[config.mk]
export PLATFORM = sky130hd
export DESIGN_NAME = csv_field_tokenizer
export DESIGN_NICKNAME = d
export VERILOG_FILES = /design/src/rtl/core/csvft_pkg.sv /design/src/rtl/core/csvft_front.sv /design/src/rtl/core/csvft_queue.sv /design/src/rtl/core/csvft_back.sv /design/src/rtl/core/csv_field_tokenizer.sv
export VERILOG_INCLUDE_DIRS = /design/src /design/src/rtl/core
export SDC_FILE = /design/constraint.sdc
export NUM_CORES = 1
export LEC_CHECK = 0
export BUFFER_PORTS_ARGS = -buffer_cell sky130_fd_sc_hd__buf_2
export CORE_UTILIZATION = 59
export DETAILED_ROUTE_END_ITERATION = 16
export HOLD_SLACK_MARGIN = 0.02
export PLACE_DENSITY = 0.78
export SYNTH_ARGS = -nofsm -noshare
export SYNTH_HDL_FRONTEND = slang
export SYNTH_SLANG_ARGS = --single-unit
[constraint.sdc]
create_clock -name clk -period 3.4 [get_ports clk]
set_clock_uncertainty 0.1 [all_clocks]
set_input_delay 0.34 -clock clk [delete_from_list [all_inputs] [get_ports clk]]
set_output_delay 0.34 -clock clk [all_outputs]
set_load 0.05 [all_outputs]
[src/rtl/core/csv_field_tokenizer_defines.svh]
// ----------------------------------------------------------------------------
// CSV field tokenizer assertion macros
// Shared concurrent assertion forms, clocked on clk and held off in reset.
// ----------------------------------------------------------------------------
`ifndef CSV_FIELD_TOKENIZER_DEFINES_SVH
`define CSV_FIELD_TOKENIZER_DEFINES_SVH

// Consequent must hold in the same cycle as the antecedent.
`define CSVFT_ASSERT_NOW(label, ante, cons, msg) \
	label: assert property (@(posedge clk) disable iff (!arst_n) (ante) |-> (cons)) \
		else $error(msg);

// Consequent must hold in the cycle after the antecedent.
`define CSVFT_ASSERT_NEXT(label, ante, cons, msg) \
	label: assert property (@(posedge clk) disable iff (!arst_n) (ante) |=> (cons)) \
		else $error(msg);

`endif

[src/rtl/core/csvft_pkg.sv]
// ----------------------------------------------------------------------------
// CSV field tokenizer package
// Types, codes and constants shared by the tokenizer modules.
// ----------------------------------------------------------------------------
package csvft_pkg;

	localparam int UNIT_W         = 16;  // width of the code unit fields
	localparam int CODE_UNIT_BITS = 16;  // default significant code unit bits
	localparam int QUEUE_DEPTH    = 4;

	localparam logic [7:0] CH_QUOTE = 8'h22;
	localparam logic [7:0] CH_COMMA = 8'h2C;
	localparam logic [7:0] CH_LF    = 8'h0A;
	localparam logic [7:0] CH_CR    = 8'h0D;

	typedef enum logic [2:0] {
		KIND_CHAR      = 3'd0,
		KIND_END_FIELD = 3'd1,
		KIND_END_ROW   = 3'd2,
		KIND_DONE      = 3'd3,
		KIND_ERROR     = 3'd4
	} kind_t;

	typedef enum logic [1:0] {
		PH_PLAIN   = 2'd0,
		PH_QUOTED  = 2'd1,
		PH_PENDING = 2'd2,
		PH_ERROR   = 2'd3
	} phase_t;

	typedef enum logic {
		MODE_UNIT = 1'b0,
		MODE_END  = 1'b1
	} mode_t;

	// Classified item: first result kind, and whether a text-done result follows.
	typedef struct packed {
		kind_t kind;
		logic  pair;
	} info_t;

	typedef struct packed {
		logic full;
		logic empty;
	} q_stat_t;

endpackage

[src/rtl/core/csvft_front.sv]
// ----------------------------------------------------------------------------
// CSV field tokenizer front end
// Accepts code units, tracks quoting state and classifies each item.
// ----------------------------------------------------------------------------
`include "csv_field_tokenizer_defines.svh"

module csvft_front #(
	parameter int CODE_UNIT_BITS = csvft_pkg::CODE_UNIT_BITS,
	localparam int UW = (CODE_UNIT_BITS < csvft_pkg::UNIT_W) ?
		CODE_UNIT_BITS : csvft_pkg::UNIT_W
) (
	input  logic                              clk,
	input  logic                              arst_n,
	input  logic                              s_tvalid,
	output logic                              s_tready,
	input  logic [csvft_pkg::UNIT_W-1:0]      s_tdata,   // [15:0] code_unit
	input  logic                              s_tuser,   // [0] mode
	input  csvft_pkg::q_stat_t                q_stat,
	output logic                              push,
	output csvft_pkg::info_t                  push_info,
	output logic [UW-1:0]                     push_unit
);

	csvft_pkg::phase_t phase_q, phase_d;
	logic after_q, after_d;
	logic fhc_q, fhc_d;
	logic rhf_q, rhf_d;
	logic skip_q, skip_d;

	logic          accept;
	logic          res_valid;
	logic [UW-1:0] c;
	logic          is_quote, is_comma, is_lf, is_cr;

	assign c        = s_tdata[UW-1:0];
	assign is_quote = (c == UW'(csvft_pkg::CH_QUOTE));
	assign is_comma = (c == UW'(csvft_pkg::CH_COMMA));
	assign is_lf    = (c == UW'(csvft_pkg::CH_LF));
	assign is_cr    = (c == UW'(csvft_pkg::CH_CR));

	assign s_tready = !q_stat.full;
	assign accept   = s_tvalid && s_tready;
	assign push     = accept && res_valid;

	always_comb begin
		logic acq;
		logic do_plain;
		phase_d        = phase_q;
		after_d        = after_q;
		fhc_d          = fhc_q;
		rhf_d          = rhf_q;
		skip_d         = skip_q;
		res_valid      = 1'b0;
		push_info.kind = csvft_pkg::KIND_CHAR;
		push_info.pair = 1'b0;
		push_unit      = '0;
		acq            = after_q;
		do_plain       = 1'b0;
		if (s_tuser == csvft_pkg::MODE_END) begin
			phase_d = csvft_pkg::PH_PLAIN;
			after_d = 1'b0;
			fhc_d   = 1'b0;
			rhf_d   = 1'b0;
			skip_d  = 1'b0;
			case (phase_q)
				csvft_pkg::PH_ERROR: begin
				end
				csvft_pkg::PH_QUOTED: begin
					res_valid      = 1'b1;
					push_info.kind = csvft_pkg::KIND_ERROR;
				end
				default: begin
					res_valid = 1'b1;
					if (fhc_q || rhf_q || after_q || phase_q == csvft_pkg::PH_PENDING) begin
						push_info.kind = csvft_pkg::KIND_END_ROW;
						push_info.pair = 1'b1;
					end else begin
						push_info.kind = csvft_pkg::KIND_DONE;
					end
				end
			endcase
		end else begin
			case (phase_q)
				csvft_pkg::PH_ERROR: begin
				end
				csvft_pkg::PH_QUOTED: begin
					if (is_quote) begin
						phase_d = csvft_pkg::PH_PENDING;
					end else begin
						fhc_d     = 1'b1;
						res_valid = 1'b1;
						push_unit = c;
					end
				end
				csvft_pkg::PH_PENDING: begin
					if (is_quote) begin
						phase_d   = csvft_pkg::PH_QUOTED;
						fhc_d     = 1'b1;
						res_valid = 1'b1;
						push_unit = UW'(csvft_pkg::CH_QUOTE);
					end else begin
						phase_d  = csvft_pkg::PH_PLAIN;
						acq      = 1'b1;
						after_d  = 1'b1;
						do_plain = 1'b1;
					end
				end
				default: begin
					// drop the LF of a CR LF pair
					skip_d   = 1'b0;
					do_plain = !(skip_q && is_lf);
				end
			endcase
			if (do_plain) begin
				if (is_quote && !fhc_q && !acq) begin
					phase_d = csvft_pkg::PH_QUOTED;
				end else if (is_comma || is_lf || is_cr) begin
					fhc_d     = 1'b0;
					after_d   = 1'b0;
					res_valid = 1'b1;
					if (is_comma) begin
						rhf_d          = 1'b1;
						push_info.kind = csvft_pkg::KIND_END_FIELD;
					end else begin
						rhf_d          = 1'b0;
						skip_d         = is_cr;
						push_info.kind = csvft_pkg::KIND_END_ROW;
					end
				end else if (acq) begin
					phase_d        = csvft_pkg::PH_ERROR;
					res_valid      = 1'b1;
					push_info.kind = csvft_pkg::KIND_ERROR;
				end else begin
					fhc_d     = 1'b1;
					res_valid = 1'b1;
					push_unit = c;
				end
			end
		end
	end

	always_ff @(posedge clk or negedge arst_n) begin
		if (!arst_n) begin
			phase_q <= csvft_pkg::PH_PLAIN;
			after_q <= 1'b0;
			fhc_q   <= 1'b0;
			rhf_q   <= 1'b0;
			skip_q  <= 1'b0;
		end else if (accept) begin
			phase_q <= phase_d;
			after_q <= after_d;
			fhc_q   <= fhc_d;
			rhf_q   <= rhf_d;
			skip_q  <= skip_d;
		end
	end

	`CSVFT_ASSERT_NOW(a_skip_plain, skip_q, phase_q == csvft_pkg::PH_PLAIN, "CR pending outside plain phase")
	`CSVFT_ASSERT_NOW(a_after_phase, after_q, phase_q == csvft_pkg::PH_PLAIN || phase_q == csvft_pkg::PH_ERROR, "closed quote flag in quoted phase")
	`CSVFT_ASSERT_NEXT(a_end_clears, accept && s_tuser == csvft_pkg::MODE_END, phase_q == csvft_pkg::PH_PLAIN && !after_q && !fhc_q && !rhf_q && !skip_q, "state not cleared after end of text")

endmodule

[src/rtl/core/csvft_queue.sv]
// ----------------------------------------------------------------------------
// CSV field tokenizer queue
// Small register FIFO between the classifier and the result emitter.
// ----------------------------------------------------------------------------
module csvft_queue #(
	parameter int WIDTH = 8,
	parameter int DEPTH = csvft_pkg::QUEUE_DEPTH,
	localparam int PTR_W = (DEPTH > 1) ? $clog2(DEPTH) : 1,
	localparam int CNT_W = $clog2(DEPTH + 1)
) (
	input  logic               clk,
	input  logic               arst_n,
	input  logic               push,
	input  logic [WIDTH-1:0]   push_data,
	input  logic               pop,
	output logic [WIDTH-1:0]   head_data,
	output csvft_pkg::q_stat_t q_stat
);

	logic [WIDTH-1:0] mem_q [DEPTH];
	logic [PTR_W-1:0] wr_ptr_q, rd_ptr_q;
	logic [CNT_W-1:0] count_q;

	function automatic logic [PTR_W-1:0] ptr_next(input logic [PTR_W-1:0] p);
		ptr_next = (p == PTR_W'(DEPTH - 1)) ? '0 : p + PTR_W'(1);
	endfunction

	assign q_stat.full  = (count_q == CNT_W'(DEPTH));
	assign q_stat.empty = (count_q == '0);
	assign head_data    = mem_q[rd_ptr_q];

	always_ff @(posedge clk) begin
		if (push) begin
			mem_q[wr_ptr_q] <= push_data;
		end
	end

	always_ff @(posedge clk or negedge arst_n) begin
		if (!arst_n) begin
			wr_ptr_q <= '0;
			rd_ptr_q <= '0;
			count_q  <= '0;
		end else begin
			if (push) begin
				wr_ptr_q <= ptr_next(wr_ptr_q);
			end
			if (pop) begin
				rd_ptr_q <= ptr_next(rd_ptr_q);
			end
			if (push && !pop) begin
				count_q <= count_q + CNT_W'(1);
			end else if (pop && !push) begin
				count_q <= count_q - CNT_W'(1);
			end
		end
	end

endmodule

[src/rtl/core/csvft_back.sv]
// ----------------------------------------------------------------------------
// CSV field tokenizer back end
// Expands queued items into result items and holds them in the output register.
// ----------------------------------------------------------------------------
`include "csv_field_tokenizer_defines.svh"

module csvft_back #(
	parameter int CODE_UNIT_BITS = csvft_pkg::CODE_UNIT_BITS,
	localparam int UW = (CODE_UNIT_BITS < csvft_pkg::UNIT_W) ?
		CODE_UNIT_BITS : csvft_pkg::UNIT_W
) (
	input  logic                         clk,
	input  logic                         arst_n,
	input  csvft_pkg::q_stat_t           q_stat,
	input  csvft_pkg::info_t             head_info,
	input  logic [UW-1:0]                head_unit,
	output logic                         pop,
	output logic                         m_tvalid,
	input  logic                         m_tready,
	output logic [csvft_pkg::UNIT_W-1:0] m_tdata,   // [15:0] code_unit_res
	output logic [2:0]                   m_tuser,   // [2:0] kind
	output logic                         m_tlast    // last_of_run
);

	logic                         m_tvalid_q;
	logic [csvft_pkg::UNIT_W-1:0] m_tdata_q;
	csvft_pkg::kind_t             m_kind_q;
	logic                         m_tlast_q;
	logic                         second_q;
	logic                         load;
	csvft_pkg::kind_t             kind_sel;
	logic                         last_sel;

	assign load = !m_tvalid_q || m_tready;
	assign pop  = load && !q_stat.empty && (!head_info.pair || second_q);

	always_comb begin
		if (second_q) begin
			kind_sel = csvft_pkg::KIND_DONE;
			last_sel = 1'b1;
		end else if (head_info.pair) begin
			kind_sel = csvft_pkg::KIND_END_ROW;
			last_sel = 1'b0;
		end else begin
			kind_sel = head_info.kind;
			last_sel = 1'b1;
		end
	end

	always_ff @(posedge clk or negedge arst_n) begin
		if (!arst_n) begin
			m_tvalid_q <= 1'b0;
			second_q   <= 1'b0;
		end else if (load) begin
			m_tvalid_q <= !q_stat.empty;
			if (!q_stat.empty && head_info.pair) begin
				second_q <= !second_q;
			end
		end
	end

	always_ff @(posedge clk) begin
		if (load && !q_stat.empty) begin
			m_kind_q  <= kind_sel;
			m_tlast_q <= last_sel;
			m_tdata_q <= (kind_sel == csvft_pkg::KIND_CHAR) ?
				csvft_pkg::UNIT_W'(head_unit) : '0;
		end
	end

	assign m_tvalid = m_tvalid_q;
	assign m_tdata  = m_tdata_q;
	assign m_tuser  = m_kind_q;
	assign m_tlast  = m_tlast_q;

	`CSVFT_ASSERT_NOW(a_second_has_head, second_q, !q_stat.empty && head_info.pair, "second result without its queued item")
	`CSVFT_ASSERT_NEXT(a_second_is_done, second_q && load, m_tvalid_q && m_kind_q == csvft_pkg::KIND_DONE && m_tlast_q, "second result is not a closing text done")
	`CSVFT_ASSERT_NOW(a_done_is_last, m_tvalid_q && m_kind_q == csvft_pkg::KIND_DONE, m_tlast_q, "text done not marked last")

endmodule

[src/rtl/core/csv_field_tokenizer.sv]
// ----------------------------------------------------------------------------
// CSV field tokenizer
// Splits a code unit stream into field characters and field and row marks.
// ----------------------------------------------------------------------------
// Takes one code unit per cycle on the slave side while the queue has room
// (tuser high marks end of text) and returns result items on the master
// side, one per cycle while m_tready is high. A classifier tracks quoting
// and feeds a four-entry queue; an emitter drains it into a registered
// output. Most items give zero or one result and sustain one item per cycle;
// an end of text that closes a partial row gives two results from one item.
// Items pass through the queue and then the output register, the only stage
// after it, so input flows while a result waits, until the queue fills.
// ----------------------------------------------------------------------------
module csv_field_tokenizer #(
	parameter int CODE_UNIT_BITS = csvft_pkg::CODE_UNIT_BITS
) (
	input  logic                         clk,
	input  logic                         arst_n,
	input  logic                         s_tvalid,
	output logic                         s_tready,
	input  logic [csvft_pkg::UNIT_W-1:0] s_tdata,   // [15:0] code_unit
	input  logic                         s_tuser,   // [0] mode
	output logic                         m_tvalid,
	input  logic                         m_tready,
	output logic [csvft_pkg::UNIT_W-1:0] m_tdata,   // [15:0] code_unit_res
	output logic [2:0]                   m_tuser,   // [2:0] kind
	output logic                         m_tlast    // last_of_run
);

	localparam int UW = (CODE_UNIT_BITS < csvft_pkg::UNIT_W) ?
		CODE_UNIT_BITS : csvft_pkg::UNIT_W;
	localparam int INFO_W = $bits(csvft_pkg::info_t);

	csvft_pkg::q_stat_t q_stat;
	logic               push, pop;
	csvft_pkg::info_t   push_info, head_info;
	logic [UW-1:0]      push_unit, head_unit;
	logic [INFO_W+UW-1:0] head_data;

	csvft_front #(
		.CODE_UNIT_BITS(CODE_UNIT_BITS)
	) u_front (
		.clk       (clk),
		.arst_n    (arst_n),
		.s_tvalid  (s_tvalid),
		.s_tready  (s_tready),
		.s_tdata   (s_tdata),
		.s_tuser   (s_tuser),
		.q_stat    (q_stat),
		.push      (push),
		.push_info (push_info),
		.push_unit (push_unit)
	);

	csvft_queue #(
		.WIDTH(INFO_W + UW),
		.DEPTH(csvft_pkg::QUEUE_DEPTH)
	) u_queue (
		.clk       (clk),
		.arst_n    (arst_n),
		.push      (push),
		.push_data ({push_info, push_unit}),
		.pop       (pop),
		.head_data (head_data),
		.q_stat    (q_stat)
	);

	assign head_info = csvft_pkg::info_t'(head_data[INFO_W+UW-1:UW]);
	assign head_unit = head_data[UW-1:0];

	csvft_back #(
		.CODE_UNIT_BITS(CODE_UNIT_BITS)
	) u_back (
		.clk       (clk),
		.arst_n    (arst_n),
		.q_stat    (q_stat),
		.head_info (head_info),
		.head_unit (head_unit),
		.pop       (pop),
		.m_tvalid  (m_tvalid),
		.m_tready  (m_tready),
		.m_tdata   (m_tdata),
		.m_tuser   (m_tuser),
		.m_tlast   (m_tlast)
	);

endmodule
==> results of run 1 <==
-- through the flow --
stage	instances	setup WS (ns)	util (%)
floorplan	315	0.0904	-
global placement	469	0.0377	67.0
detailed placement	469	0.00333	67.0
CTS	503	0.405	74.3
global route	503	0.230	74.3
finish	503	0.407	74.3
-- kinds of logic after synthesis --
logic type / after synthesis / synth area share [%]
adder cells (fa/ha/maj): 12 / 3.13
buffers and inverters: 21 / 1.77
multiplexers: 27 / 10.6
flip-flops: 115 / 67.1
AND/OR/NAND/NOR: 100 / 11.5
AO/OA/AOI/OAI: 35 / 5.00
XOR/XNOR: 5 / 0.870
-- cell type report --
class                      instances  area share (%)
clock buffer                      18            6.85
clock inverter                    14            2.64
sequential                       115            55.4
multi-input combinational        179            25.7
tap                              105            2.15
inverter                          12           0.738
timing repair buffer              60            6.56
-- registers in the layout, summed over array words and instances, names as in the netlist --
signal / count
u_front.fhc_q: 1
u_back.m_tuser: 3
u_queue.count_q: 3
u_queue.wr_ptr_q: 2
u_back.m_tlast: 1
u_back.m_tdata: 16
u_front.rhf_q: 1
u_queue.rd_ptr_q: 2
u_back.m_tvalid: 1
u_front.after_q: 1
u_front.phase_q: 2
u_front.skip_q: 1
u_back.second_q: 1
u_queue.mem_q: 80
-- where the power goes --
part	switching (µW)	internal (µW)	leakage, µW
Clock	609	1110	0.000278
Combinational	856	628	0.000887
Sequential	163	1930	0.00113
Total	1630	3670	0.00230
-- layout by cell type (no fill, tap or decap), drive strengths merged, types with 9 or more instances in the layout --
cell type	instances
edfxtp	100
buf	58
mux4	20
and2	20
nor2	19
nor2b	18
clkbuf	18
nand2	15
dfrtp	15
inv	14
ha	11
a21oi	9
o21ai	9
-- worst register-to-register path: stages (launching register included) --
cell and delay (ns):
dfrtp_1 0.43, inv_1 0.14, ha_1 0.31, nand2_1 0.07
or4_1 0.42, nor2_1 0.14, a221o_1 0.19, a221oi_4 0.08
ha_1 0.24, inv_1 0.09, fa_1 0.40, mux2_2 0.27
-- synth_stat cells, types with 4 or more instances --
cell	count
nand2_1	15
nor4_1	4
nand2b_1	4
ha_1	11
edfxtp_1	100
nor2_1	17
mux4_2	20
nor2b_1	18
and2_1	20
o21ai_0	8
clkbuf_1	5
a21oi_1	9
dfrtp_1	15
mux2_2	4
inv_1	12
-- layer usage --
metal / GRT usage (%) / wire (µm)
met1: 30.4 / 4040
met4: 10.8 / 216
met3: 7.97 / 607
met2: 37.3 / 4730
met5: 0 / 0
-- worst max-delay path by stage --
| stage | start | end | slack, ns | depth (start not counted) |
|---|---|---|---|---|
| after floorplan | s_tdata[9] | u_queue.count_q[2]$_DFFE_PN0P_ | 0.09 | 11 |
| after global placement | s_tdata[9] | u_queue.count_q[2]$_DFFE_PN0P_ | 0.04 | 12 |
| after detailed placement | s_tdata[9] | u_queue.count_q[2]$_DFFE_PN0P_ | 0.003 | 12 |
| after CTS | u_front.phase_q[1]$_DFFE_PN0P_ | u_queue.count_q[1]$_DFFE_PN0P_ | 0.41 | 11 |
| after global routing | u_front.phase_q[1]$_DFFE_PN0P_ | u_queue.count_q[1]$_DFFE_PN0P_ | 0.23 | 11 |
| final | u_front.phase_q[1]$_DFFE_PN0P_ | u_queue.count_q[1]$_DFFE_PN0P_ | 0.41 | 11 |
==> flow_metrics.tcl, run 1 <==
set metrics [dict create \
    cp_max_fo 7 \
    n_fill_cell 496 \
    cts_resized 0 \
    power_density_nw_per_um2 868 \
    crit_buf_inv 2 \
    track_usage_pct 23.8 \
    relSlewSlack_pct 57.0 \
    wl_per_cell_um 19.1 \
    fmax_mhz 334 \
    critPathArrivalTime_ns 3.29 \
    num_io_pins 43 \
    clkTransAtPathRegs_ns 0.06 \
    first_pass_iters 5 \
    cp_slowest_stage_delay_ns 0.43 \
    htreeDepth 4 \
    cts-root-buf "clkbuf_8" \
    cts_tree "yes" \
    syn_inst 315 \
    crit_slowest_cell "dfrtp_1" \
    start_util_pct 61.2 \
    drt_iter0_drc 219 \
    async_flop_share_pct 13.0 \
    worstReg2RegEnd "u_queue.count_q[1]$_DFFE_PN0P_" \
    die_h_um 94.4 \
    peakVddDrop_mv 0.519 \
    tns_ns 0 \
    antenna_found_initial 1 \
    core_area_um2 8220 \
    clock_sinks 115 \
    hold_start "s_tdata[14]" \
    required_ns 3.69 \
    dieArea_um2 8900 \
    viasPerCell 5.83 \
    grt_pass1_wl_mm 14.9 \
    reg2regPathDepth 11 \
    yosys_warnings 0 \
    dp_hpwl_mm 6.03 \
    fin_nets 418 \
    worst_pin_slew_ns 0.640 \
    r2r_setup_slack_ns 0.41 \
    placed_area_um2 5500 \
    cts_buffers 17 \
    status "finished clean" \
    cts_max_path_buffers 2 \
    diodes 0 \
    insertion_delay_ns 0.51 \
    finalSetupViolations 0 \
    fin_crit_ns 2.99 \
    synth_edf_count 100 \
    syn_nets 348 \
    post_cts_buffers 0 \
    end_kind "register" \
    drive_above_1_share_pct 30.2 \
    hold_violations 0 \
    cap_violations 0 \
    dr_total_vias 2933 \
    final_area_um2 6100 \
    multiInputGateArea_um2 1570 \
    min_path_type "input pin to register" \
    drc_errors 0 \
    ys_ff_latch 115 \
    whs_path_depth 2 \
    die_w_um 94.4 \
    cp_top_family "adder cells" \
    port_buffers 42 \
    slew_viol_final 0 \
    grt_overflow_total 0 \
    yosys-top-cells-area "edfxtp_1 60%, mux4_2 9.0%, dfrtp_1 7.5%, ha_1 2.7%, and2_1 2.5%" \
    synth-main-ff-cell "edfxtp_1" \
    leakage_uw 0.00230 \
    avgSynthCellArea_um2 16.0 \
    cts_hold_buf 2 \
    antenna_left 0 \
    crit_chain "inv_1, ha_1, nand2_1, or4_1, nor2_1, a221o_1, a221oi_4, ha_1, inv_1, fa_1, mux2_2" \
    whs_ns 0.126 \
    grt_max_degree 23 \
    ys_types 53 \
    rsz0062_at_grt "false" \
    area_growth_pct 21.3 \
    area.sequential_um2 3380 \
    fin_crit_sh_pct 88.0 \
    crit_type "register to register" \
    yosysTopAreaCell "edfxtp_1" \
    gp_congestion 0.906 \
    netlist_area_um2 5030 \
    min_delay_worst_endpoint "u_queue.mem_q[2][14]$_DFFE_PP_" \
    synth_top_cell_area_share_pct 59.7 \
    power.total_uw 5290 \
    wl_mm 9.60 \
    yosysSeqAreaShare_pct 67.1 \
    r2r_start "u_front.phase_q[1]$_DFFE_PN0P_" \
    grt_pass1_vias 2925 \
    num_rows 33 \
    cp-start-kind "register" \
]
Power figures use the tool's default switching activity.
==> run 2, diff against run 1 <==
==> constraint.sdc (replaced) <==
create_clock -name clk -period 2.8 [get_ports clk]
set_clock_uncertainty 0.1 [all_clocks]
set_input_delay 0.28 -clock clk [delete_from_list [all_inputs] [get_ports clk]]
set_output_delay 0.28 -clock clk [all_outputs]
set_load 0.05 [all_outputs]
==> run 2 against run 1 <==
  * Setup slack got worse by 0.35 ns
  * Non-clock buffer count increased by 20
  * Via count increased by 3.5%
  * Sequential power increased by 21%
  * Total power increased by 25%
  * Cell count increased by 4.0%
  * Cell area increased by 3.8%
  * Clock power increased by 28%
  * Hold slack got worse by 0.059 ns
  * Critical endpoint unchanged
  * Register-to-register slack got worse by 0.35 ns
  * Maximum frequency increased by 8.9%
==> flow_metrics.tcl, run 2 (synthesis results as in run 1) <==
set metrics [dict create \
    status "finished clean" \
    fin_crit_sh_pct 98.1 \
    dp_hpwl_mm 6.27 \
    drc_errors 0 \
    relSlewSlack_pct 59.3 \
    dieArea_um2 8900 \
    worstReg2RegEnd "u_queue.count_q[1]$_DFFE_PN0P_" \
    clock_sinks 115 \
    fmax_mhz 364 \
    finalSetupViolations 0 \
    diodes 0 \
    fin_nets 438 \
    grt_pass1_wl_mm 15.7 \
    drt_iter0_drc 178 \
    cp-start-kind "register" \
    viasPerCell 5.81 \
    die_w_um 94.4 \
    n_fill_cell 452 \
    cp_max_fo 3 \
    r2r_setup_slack_ns 0.05 \
    cts-root-buf "clkbuf_8" \
    clkTransAtPathRegs_ns 0.06 \
    area_growth_pct 25.9 \
    gp_congestion 0.852 \
    dr_total_vias 3037 \
    cp-endpoint "u_queue.count_q[1]$_DFFE_PN0P_" \
    cap_violations 0 \
    r2r_start "u_front.phase_q[1]$_DFFE_PN0P_" \
    required_ns 3.10 \
    antenna_found_initial 0 \
    num_io_pins 43 \
    peakVddDrop_mv 0.580 \
    tns_ns 0 \
    leakage_uw 0.00242 \
    cts_tree "yes" \
    core_area_um2 8220 \
    cp_slowest_stage_delay_ns 0.44 \
    grt_overflow_total 0 \
    die_h_um 94.4 \
    cts_buffers 17 \
    worst_pin_slew_ns 0.610 \
    cp_common_cell "inv_2" \
    layout_commonest_cell "edfxtp_1" \
    final_area_um2 6330 \
    power.total_uw 6630 \
    start_util_pct 61.2 \
    reg2regPathDepth 11 \
    slew_viol_final 0 \
    crit_chain "inv_2, ha_4, nand2_1, or4_4, nor2_4, a221o_1, a221oi_4, ha_2, inv_2, fa_2, mux2_4" \
    crit_slowest_cell "or4_4" \
    power_density_nw_per_um2 1050 \
    insertion_delay_ns 0.52 \
    hold_violations 0 \
    num_rows 33 \
    fin_crit_ns 2.75 \
    htreeDepth 4 \
    port_buffers 42 \
    antenna_left 0 \
    crit_type "register to register" \
    wl_per_cell_um 19.3 \
    grt_max_degree 22 \
    drive_above_1_share_pct 37.8 \
    critPathArrivalTime_ns 3.04 \
    whs_ns 0.0676 \
    wl_mm 10.1 \
    grt_pass1_vias 3114 \
    min_path_type "input pin to register" \
    final_core_util_pct 77.1 \
    end_kind "register" \
    largest_reg_flops 80 \
    first_pass_iters 5 \
    placed_area_um2 5650 \
    crit_start "u_front.phase_q[1]$_DFFE_PN0P_" \
    layout_common_cells "100 x edfxtp_1, 42 x buf_2, 32 x buf_4" \
    cts_max_path_buffers 2 \
    regMostFlops "u_queue.mem_q" \
    track_usage_pct 25.2 \
]
## run 2: area by class of cell
cell class | instances | area, µm² | share of cell area, %
sequential | 115 | 3380 | 53.3
multi-input combinational | 179 | 1620 | 25.6
timing repair buffer | 80 | 551 | 8.69
clock buffer | 17 | 414 | 6.54
clock inverter | 15 | 194 | 3.06
tap | 105 | 131 | 2.07
inverter | 12 | 45.0 | 0.711
## run 2: what timing repair did
item	CTS	global route
hold endpoints to repair	16	0
setup endpoints to repair	0	2
hold buffers	2	0
buffers inserted	0	3
resized for setup	0	9
## run 2: worst max-delay path, delay by kind of cell, from the launching register on
family | cells | cell delay [ns]
AO/OA/AOI/OAI | 2 | 0.29
adder cells (fa/ha/maj) | 3 | 0.79
buffers and inverters | 2 | 0.15
flip-flops | 1 | 0.41
multiplexers | 1 | 0.28
AND/OR/NAND/NOR | 3 | 0.61
## run 2: worst min-delay path by stage
stage,start,to,depth (start not counted)
after floorplan,arst_n,u_back.m_tvalid$_DFFE_PN0P_,0
after global placement,arst_n,u_queue.rd_ptr_q[1]$_DFFE_PN0P_,1
after detailed placement,arst_n,u_back.second_q$_DFFE_PN0P_,1
after CTS,s_tdata[4],u_queue.mem_q[1][4]$_DFFE_PP_,2
after global routing,s_tdata[6],u_queue.mem_q[2][6]$_DFFE_PP_,2
final,s_tdata[14],u_queue.mem_q[3][14]$_DFFE_PP_,2
## run 2: stage by stage
step	instances	worst slack, ns
after global placement	486	-0.416
after detailed placement	486	-0.426
after CTS	520	0.00427
after floorplan	315	-0.367
final	523	0.0524
after global routing	523	-0.0332
## run 2: routing by layer
| metal | part of all wire [%] | global-route usage, % | vias to the layer above |
|---|---|---|---|
| met1 | 40 | 30.0 | 1501 |
| met3 | 5.5 | 7.33 | 17 |
| li1 | - | - | 1400 |
| met2 | 53 | 42.5 | 119 |
| met4 | 1.9 | 11.4 | 0 |
| met5 | 0 | 0 | - |
## run 2: power by group
part           leakage (µW)  switching [µW]  total [µW]  internal [µW]
Sequential          0.00113             176        2520           2340
Clock              0.000294             822        2200           1380
Combinational      0.000994            1080        1910            829
Total               0.00242            2080        6630           4550
